[src/slfd_pkg.sv]
package slfd_pkg;

    localparam logic [7:0] SYNC_BYTE0 = 8'h55;
    localparam logic [7:0] SYNC_BYTE1 = 8'h66;
    localparam logic [7:0] SYNC_BYTE3 = 8'hBB;

    localparam int HEADER_REST   = 4 + 1 + 4 + 2 + 1 + 4 - 4;
    localparam int TRAILER_BYTES = 4;
    localparam int TDATA_W       = 136;

    typedef enum logic [1:0] {
        PH_HUNT,
        PH_HEADER,
        PH_PAYLOAD,
        PH_TRAILER
    } phase_t;

    typedef struct packed {
        logic        known_command;
        logic [31:0] trailer_check;
        logic [31:0] header_check;
        logic [7:0]  command_id;
        logic [15:0] sequence_number;
        logic [31:0] payload_length;
        logic [7:0]  control_byte;
        logic        frame_end;
        logic [7:0]  payload_byte;
    } res_t;

    function automatic logic is_known_cmd(input logic [7:0] c);
        return c inside {8'h80, 8'h81, 8'h83, 8'h89, 8'h90, 8'h91, 8'h92, 8'h93,
                         8'h94, 8'h98, 8'h9E, 8'hA1, 8'hA2, 8'hA3, 8'hA6, 8'hAA,
                         8'hAB, 8'hAC, 8'hB0, 8'hBA, 8'hBB};
    endfunction

endpackage

[src/slfd_parser.sv]
module slfd_parser (
    input  logic                aclk,
    input  logic                aresetn,
    input  logic                in_valid,
    input  logic [7:0]          in_byte,
    output logic                res_valid,
    output slfd_pkg::res_t      res
);

    localparam logic [3:0] HDR_LAST  = 4'(slfd_pkg::HEADER_REST - 1);
    localparam logic [1:0] TRL_LAST  = 2'(slfd_pkg::TRAILER_BYTES - 1);

    slfd_pkg::phase_t phase_reg, phase_next;
    logic [23:0] win_reg, win_next;
    logic [1:0]  fill_reg, fill_next;
    logic [31:0] cnt_reg, cnt_next;
    logic [7:0]  ctrl_reg, ctrl_next;
    logic [31:0] len_reg, len_next;
    logic [15:0] seq_reg, seq_next;
    logic [7:0]  cmd_reg, cmd_next;
    logic [31:0] hchk_reg, hchk_next;
    logic [31:0] trl_reg, trl_next;

    logic        sync_hit;
    logic [31:0] cnt_inc;
    logic        pay_done;

    assign sync_hit = (fill_reg == 2'd3) && (win_reg[23:16] == slfd_pkg::SYNC_BYTE0)
                   && (win_reg[15:8] == slfd_pkg::SYNC_BYTE1)
                   && (in_byte == slfd_pkg::SYNC_BYTE3);
    assign cnt_inc  = cnt_reg + 32'd1;
    assign pay_done = (cnt_inc >= len_reg);

    always_comb begin
        phase_next = phase_reg;
        if (in_valid) begin
            case (phase_reg)
                slfd_pkg::PH_HUNT: begin
                    if (sync_hit) phase_next = slfd_pkg::PH_HEADER;
                end
                slfd_pkg::PH_HEADER: begin
                    if (cnt_reg[3:0] == HDR_LAST)
                        phase_next = (len_reg == 32'd0) ? slfd_pkg::PH_TRAILER
                                                        : slfd_pkg::PH_PAYLOAD;
                end
                slfd_pkg::PH_PAYLOAD: begin
                    if (pay_done) phase_next = slfd_pkg::PH_TRAILER;
                end
                slfd_pkg::PH_TRAILER: begin
                    if (cnt_reg[1:0] == TRL_LAST) phase_next = slfd_pkg::PH_HUNT;
                end
                default: phase_next = slfd_pkg::PH_HUNT;
            endcase
        end
    end

    always_comb begin
        win_next  = win_reg;
        fill_next = fill_reg;
        cnt_next  = cnt_reg;
        ctrl_next = ctrl_reg;
        len_next  = len_reg;
        seq_next  = seq_reg;
        cmd_next  = cmd_reg;
        hchk_next = hchk_reg;
        trl_next  = trl_reg;

        res_valid           = 1'b0;
        res.payload_byte    = in_byte;
        res.frame_end       = 1'b0;
        res.control_byte    = ctrl_reg;
        res.payload_length  = len_reg;
        res.sequence_number = seq_reg;
        res.command_id      = cmd_reg;
        res.header_check    = hchk_reg;
        res.trailer_check   = 32'd0;
        res.known_command   = slfd_pkg::is_known_cmd(cmd_reg);

        if (in_valid) begin
            case (phase_reg)
                slfd_pkg::PH_HUNT: begin
                    if (sync_hit) begin
                        win_next  = '0;
                        fill_next = '0;
                        cnt_next  = '0;
                        ctrl_next = '0;
                        len_next  = '0;
                        seq_next  = '0;
                        cmd_next  = '0;
                        hchk_next = '0;
                        trl_next  = '0;
                    end else begin
                        win_next = {win_reg[15:0], in_byte};
                        if (fill_reg != 2'd3) fill_next = fill_reg + 2'd1;
                    end
                end
                slfd_pkg::PH_HEADER: begin
                    case (cnt_reg[3:0])
                        4'd0:    ctrl_next        = in_byte;
                        4'd1:    len_next[7:0]    = in_byte;
                        4'd2:    len_next[15:8]   = in_byte;
                        4'd3:    len_next[23:16]  = in_byte;
                        4'd4:    len_next[31:24]  = in_byte;
                        4'd5:    seq_next[7:0]    = in_byte;
                        4'd6:    seq_next[15:8]   = in_byte;
                        4'd7:    cmd_next         = in_byte;
                        4'd8:    hchk_next[7:0]   = in_byte;
                        4'd9:    hchk_next[15:8]  = in_byte;
                        4'd10:   hchk_next[23:16] = in_byte;
                        default: hchk_next[31:24] = in_byte;
                    endcase
                    cnt_next = (cnt_reg[3:0] == HDR_LAST) ? 32'd0 : cnt_inc;
                end
                slfd_pkg::PH_PAYLOAD: begin
                    res_valid = 1'b1;
                    cnt_next  = pay_done ? 32'd0 : cnt_inc;
                end
                default: begin
                    case (cnt_reg[1:0])
                        2'd0:    trl_next[7:0]   = in_byte;
                        2'd1:    trl_next[15:8]  = in_byte;
                        2'd2:    trl_next[23:16] = in_byte;
                        default: trl_next[31:24] = in_byte;
                    endcase
                    if (cnt_reg[1:0] == TRL_LAST) begin
                        res_valid           = 1'b1;
                        res.payload_byte    = 8'd0;
                        res.frame_end       = 1'b1;
                        res.trailer_check   = {in_byte, trl_reg[23:0]};
                        cnt_next            = 32'd0;
                        win_next            = '0;
                        fill_next           = '0;
                    end else begin
                        cnt_next = {30'd0, cnt_reg[1:0] + 2'd1};
                    end
                end
            endcase
        end
    end

    always_ff @(posedge aclk) begin
        if (!aresetn) begin
            phase_reg <= slfd_pkg::PH_HUNT;
            win_reg   <= '0;
            fill_reg  <= '0;
            cnt_reg   <= '0;
            ctrl_reg  <= '0;
            len_reg   <= '0;
            seq_reg   <= '0;
            cmd_reg   <= '0;
            hchk_reg  <= '0;
            trl_reg   <= '0;
        end else begin
            phase_reg <= phase_next;
            win_reg   <= win_next;
            fill_reg  <= fill_next;
            cnt_reg   <= cnt_next;
            ctrl_reg  <= ctrl_next;
            len_reg   <= len_next;
            seq_reg   <= seq_next;
            cmd_reg   <= cmd_next;
            hchk_reg  <= hchk_next;
            trl_reg   <= trl_next;
        end
    end

endmodule

[src/slfd_out_reg.sv]
module slfd_out_reg (
    input  logic                               aclk,
    input  logic                               aresetn,
    input  logic                               load,
    input  slfd_pkg::res_t                     res,
    output logic                               in_ready,
    output logic                               m_tvalid,
    input  logic                               m_tready,
    output logic [slfd_pkg::TDATA_W-1:0]       m_tdata,
    output logic                               m_tlast,
    output logic                               m_tuser
);

    logic           valid_reg, valid_next;
    slfd_pkg::res_t res_reg;

    assign in_ready = !valid_reg || m_tready;

    always_comb begin
        valid_next = valid_reg;
        if (load)          valid_next = 1'b1;
        else if (m_tready) valid_next = 1'b0;
    end

    always_ff @(posedge aclk) begin
        if (!aresetn) valid_reg <= 1'b0;
        else          valid_reg <= valid_next;
    end

    always_ff @(posedge aclk) begin
        if (load) res_reg <= res;
    end

    assign m_tvalid = valid_reg;
    assign m_tlast  = res_reg.frame_end;
    assign m_tuser  = res_reg.known_command;
    assign m_tdata  = {res_reg.trailer_check, res_reg.header_check, res_reg.command_id,
                       res_reg.sequence_number, res_reg.payload_length,
                       res_reg.control_byte, res_reg.payload_byte};

endmodule

[src/sync_length_frame_deframer_core.sv]
// A result is registered and leaves on m_ in the cycle after the byte that causes it is accepted.
// Throughput: one byte per cycle; s_tready drops only while a result waits on m_tready.
// Hunting, header and non-final trailer bytes produce no transfer on m_.
// Reset: aresetn low at a clock edge returns to sync hunting with an empty window
// and an empty result register.
module sync_length_frame_deframer_core (
    input  logic                          aclk,
    input  logic                          aresetn,
    input  logic                          s_tvalid,
    output logic                          s_tready,
    input  logic [7:0]                    s_tdata,   // [7:0] rx_byte
    output logic                          m_tvalid,
    input  logic                          m_tready,
    output logic [slfd_pkg::TDATA_W-1:0]  m_tdata,   // payload_byte, control_byte,
                                                     // payload_length, sequence_number,
                                                     // command_id, header_check,
                                                     // trailer_check
    output logic                          m_tlast,   // frame_end
    output logic                          m_tuser    // known_command
);

    logic           accept;
    logic           res_valid;
    slfd_pkg::res_t res;

    assign accept = s_tvalid && s_tready;

    slfd_parser u_parser (
        .aclk      (aclk),
        .aresetn   (aresetn),
        .in_valid  (accept),
        .in_byte   (s_tdata),
        .res_valid (res_valid),
        .res       (res)
    );

    slfd_out_reg u_out (
        .aclk     (aclk),
        .aresetn  (aresetn),
        .load     (accept && res_valid),
        .res      (res),
        .in_ready (s_tready),
        .m_tvalid (m_tvalid),
        .m_tready (m_tready),
        .m_tdata  (m_tdata),
        .m_tlast  (m_tlast),
        .m_tuser  (m_tuser)
    );

endmodule

[config.mk]
export PLATFORM = sky130hd
export DESIGN_NAME = sync_length_frame_deframer_core
export DESIGN_NICKNAME = d
export VERILOG_FILES = /design/src/slfd_pkg.sv /design/src/slfd_parser.sv /design/src/slfd_out_reg.sv /design/src/sync_length_frame_deframer_core.sv
export SDC_FILE = /design/constraint.sdc
export NUM_CORES = 1
export LEC_CHECK = 0
export ABC_AREA = 1
export BUFFER_PORTS_ARGS = -buffer_cell sky130_fd_sc_hd__buf_2
export CORE_MARGIN = 5
export CORE_UTILIZATION = 58
export DETAILED_ROUTE_END_ITERATION = 8
export PLACE_DENSITY = 0.79
export SETUP_SLACK_MARGIN = 0.1
export SYNTH_ARGS = -nofsm -noshare
export SYNTH_HDL_FRONTEND = slang
export SYNTH_HIERARCHICAL = 1
export SYNTH_SLANG_ARGS = --single-unit
[constraint.sdc]
create_clock -name aclk -period 8.7 [get_ports aclk]
set_input_delay 2.175 -clock aclk [delete_from_list [all_inputs] [get_ports aclk]]
set_output_delay 2.175 -clock aclk [all_outputs]
set_load 0.03 [all_outputs]
==> impl_metrics.py <==
metrics = {
    "critical_path": {
        "ff2ff_setup_slack_ns": 4.05,
        "path_cells": "buf_2, inv_1, nand2_2, nand2_1, inv_1, inv_2, nor2_1, inv_1, nand2_1, inv_1, nor2_4, buf_12",
        "timing.critical_path.required_ns": 8.88,
        "path_max_fanout": 114,
        "endpoint": "u_out/m_tdata[33]$_DFFE_PP_",
        "worstSetupEndpointType": "register",
        "critical_path_buf_inv_count": 7,
        "reg2reg_to": "u_parser/cnt_reg[24]$_SDFFE_PN0P_",
        "start_kind": "input pin",
        "path_common_cell": "inv_1",
        "worst-setup-path-type": "input pin to register",
        "max_stage_delay_ns": 0.64,
        "r2r-start": "u_parser/cnt_reg[0]$_SDFFE_PN0P_",
        "crit_cells": 12,
        "cp.arrival_ns": 5.05,
        "path_delay_family": "buffers and inverters",
        "crit_start": "m_tready",
        "crit_slowest_cell": "nor2_4",
        "rr_worst_depth": 20,
    },
    "finish": {
        "largest_reg_flops": 136,
        "layout-drive-gt1-share_pct": 14.0,
        "syn2layout_area_growth_pct": 14.5,
        "final_util_pct": 67.7,
        "final_area_um2": 15400,
        "fin_nets": 1661,
        "antenna_cells": 0,
        "fin_cells": 1917,
    },
    "global_route": {
        "grt_pass1_vias": 9815,
        "grt_use_total_pct": 24.2,
        "antenna_found_initial": 0,
        "grt_overflow_total": 0,
        "grt-busiest-layer": "met2",
        "grt_use_met2_pct": 38.6,
        "grt_pass1_wl_mm": 51.6,
        "grt_max_degree": 115,
        "grtUsageMet1_pct": 34.6,
        "grt_util_met3_pct": 3.10,
    },
    "drt": {
        "wl_per_cell_um": 16.9,
        "wirelength_mm": 32.4,
        "drt_iter0_drc": 968,
        "vias": 10700,
        "drc": 0,
        "dr.pass1.iters": 5,
        "vias_per_cell": 5.59,
        "ant_nets": 0,
    },
    "timing": {
        "tns_ns": 0,
        "clock.fmax_ghz": 0.205,
        "rsz0062_at_grt": "false",
        "finalHoldViolCount": 0,
        "worstMarginPinSlew_ns": 1.23,
        "finalClockSkew_ns": 0.0236,
        "hold_ws_ns": 0.427,
        "fin_crit_sh_pct": 55.9,
        "setup_viol": 0,
        "min_period_ns": 4.87,
        "relSlewSlack_pct": 17.7,
        "slew_viol_final": 0,
        "setup_ws_ns": 3.83,
    },
    "clocking": {
        "cts.sinks": 319,
        "cts_buffer_depth": 3,
        "holdBufCountCts": 0,
        "cts_tree": "done",
        "ctsResizeCount": 0,
        "postCtsSetupRepairBufs": 0,
        "cts_root_buf": "clkbuf_16",
        "cts_buffers": 31,
        "htree_levels": 1,
        "path_clk_slew_ns": 0.06,
        "clock_latency_ns": 0.57,
    },
    "logic_synthesis": {
        "seq_area_frac_synth_pct": 57.9,
        "synthFlopType": "dfxtp_1",
        "syn-cell-area_um2": 13400,
        "synth_cells": 1486,
        "synthArstFlopShare_pct": 0,
        "yosysWarnings": 6,
        "syn_avg_cell_area_um2": 9.03,
        "ys_ff_latch": 319,
        "ys_types": 40,
        "synth.net_count": 1540,
        "synth_edf_count": 138,
    },
    "place": {
        "dp.cells": 1859,
        "routabilityCongestion": 0.999,
        "hpwl_mm": 21.4,
        "pre_cts_ws_ns": 3.37,
        "dpl-instance-area_um2": 14300,
        "io_buffers": 151,
    },
    "floorplan": {
        "start_util_pct": 59.1,
        "io_pins": 152,
        "fp.dieH_um": 162,
        "row_count": 55,
        "coreArea_um2": 22700,
        "die_area_um2": 26300,
        "die_w_um": 162,
    },
    "pwr": {
        "power_mw": 3.01,
        "power.density_nw_per_um2": 196,
        "vdd.ir_drop.worst_uv": 131,
        "p_leak_nw": 6.19,
    },
    "min_path": {
        "worstHoldPathType": "register to register",
    },
    "status": {
        "outcome": "finished, final reports clean",
    },
    "job": {
        "drv_cap": 0,
    },
}
how the worst min path moves through the flow:
stage	from	to	slack, ns	cells after the start
after floorplan	u_parser/len_reg[1]$_SDFFE_PN0P_	u_out/m_tdata[17]$_DFFE_PP_	0.41	0
after global placement	u_parser/len_reg[25]$_SDFFE_PN0P_	u_out/m_tdata[41]$_DFFE_PP_	0.41	0
after detailed placement	u_parser/hchk_reg[8]$_SDFFE_PN0P_	u_out/m_tdata[80]$_DFFE_PP_	0.42	0
after CTS	u_parser/hchk_reg[8]$_SDFFE_PN0P_	u_out/m_tdata[80]$_DFFE_PP_	0.43	0
after global routing	u_parser/hchk_reg[8]$_SDFFE_PN0P_	u_out/m_tdata[80]$_DFFE_PP_	0.43	0
final	u_parser/hchk_reg[8]$_SDFFE_PN0P_	u_out/m_tdata[80]$_DFFE_PP_	0.43	0
cell usage in the layout (no fill, tap or decap), types with 2 or more instances in the layout:
cell type,netlist,final
inv_1,172,172
clkbuf_8,0,5
clkbuf_1,39,4
bufinv_16,0,3
dfxtp_1,181,181
edfxtp_1,138,138
nand4_1,24,24
clkinv_2,0,7
a21o_1,4,4
xor2_1,13,13
inv_6,0,4
o21ai_0,83,83
buf_4,2,3
nor3_1,14,14
xnor2_1,6,6
o211ai_1,2,2
inv_2,6,7
o31ai_1,2,2
nand2_2,2,2
a21oi_1,179,179
a211oi_1,15,15
o31ai_2,2,2
o21ai_1,2,2
ha_1,42,42
nand2_1,264,264
o21bai_1,2,2
nand3_1,130,130
nor2_1,123,123
clkbuf_16,0,34
buf_2,17,151
synth_stat cells (all sizes together) (2+ instances only):
cell type  count  area (um^2)
clkbuf        40          151
xnor2          6         52.6
nand2        267         1010
a21oi        180          905
a21o           4         30.0
buf           27          168
dfxtp        181         3620
o31ai          4         40.0
o21ai         86          434
o21bai         2         15.0
nor3          16         96.4
nand3        130          651
nand4         24          150
xor2          13          114
inv          179          674
o211ai         2         15.0
nor2         125          474
a211oi        15          113
ha            42          526
edfxtp       138         4140
area by class of cell:
| type | count | area, um^2 |
|---|---|---|
| inverter | 180 | 678 |
| sequential | 319 | 7770 |
| clock inverter | 15 | 168 |
| clock buffer | 43 | 935 |
| timing repair buffer | 155 | 798 |
| fill | 1785 | 7340 |
| multi-input combinational | 920 | 4670 |
| tap | 285 | 357 |
where the power goes:
part | leakage (nW) | switching, mW | total, mW | internal (mW)
clock network | 0.548 | 0.564 | 1.41 | 0.843
registers | 2.81 | 0.00454 | 1.56 | 1.56
logic | 2.83 | 0.0328 | 0.0461 | 0.0132
kinds of logic after synthesis:
group / Yosys count / share of synthesized area (%)
AOI/OAI and AO/OA: 295 / 11.7
buffers and inverters: 247 / 7.43
DFF: 319 / 57.9
xor gates and xnor gates: 19 / 1.24
adders and majority gates: 42 / 3.91
and+or+nand+nor: 564 / 17.9
metal layers:
layer / share of wire (%) / wire length (um)
met5: 0 / 0
met4: 2.9 / 937
met3: 7.6 / 2460
met2: 46 / 15100
met1: 43 / 14000
(Power assumes the default switching activity.)
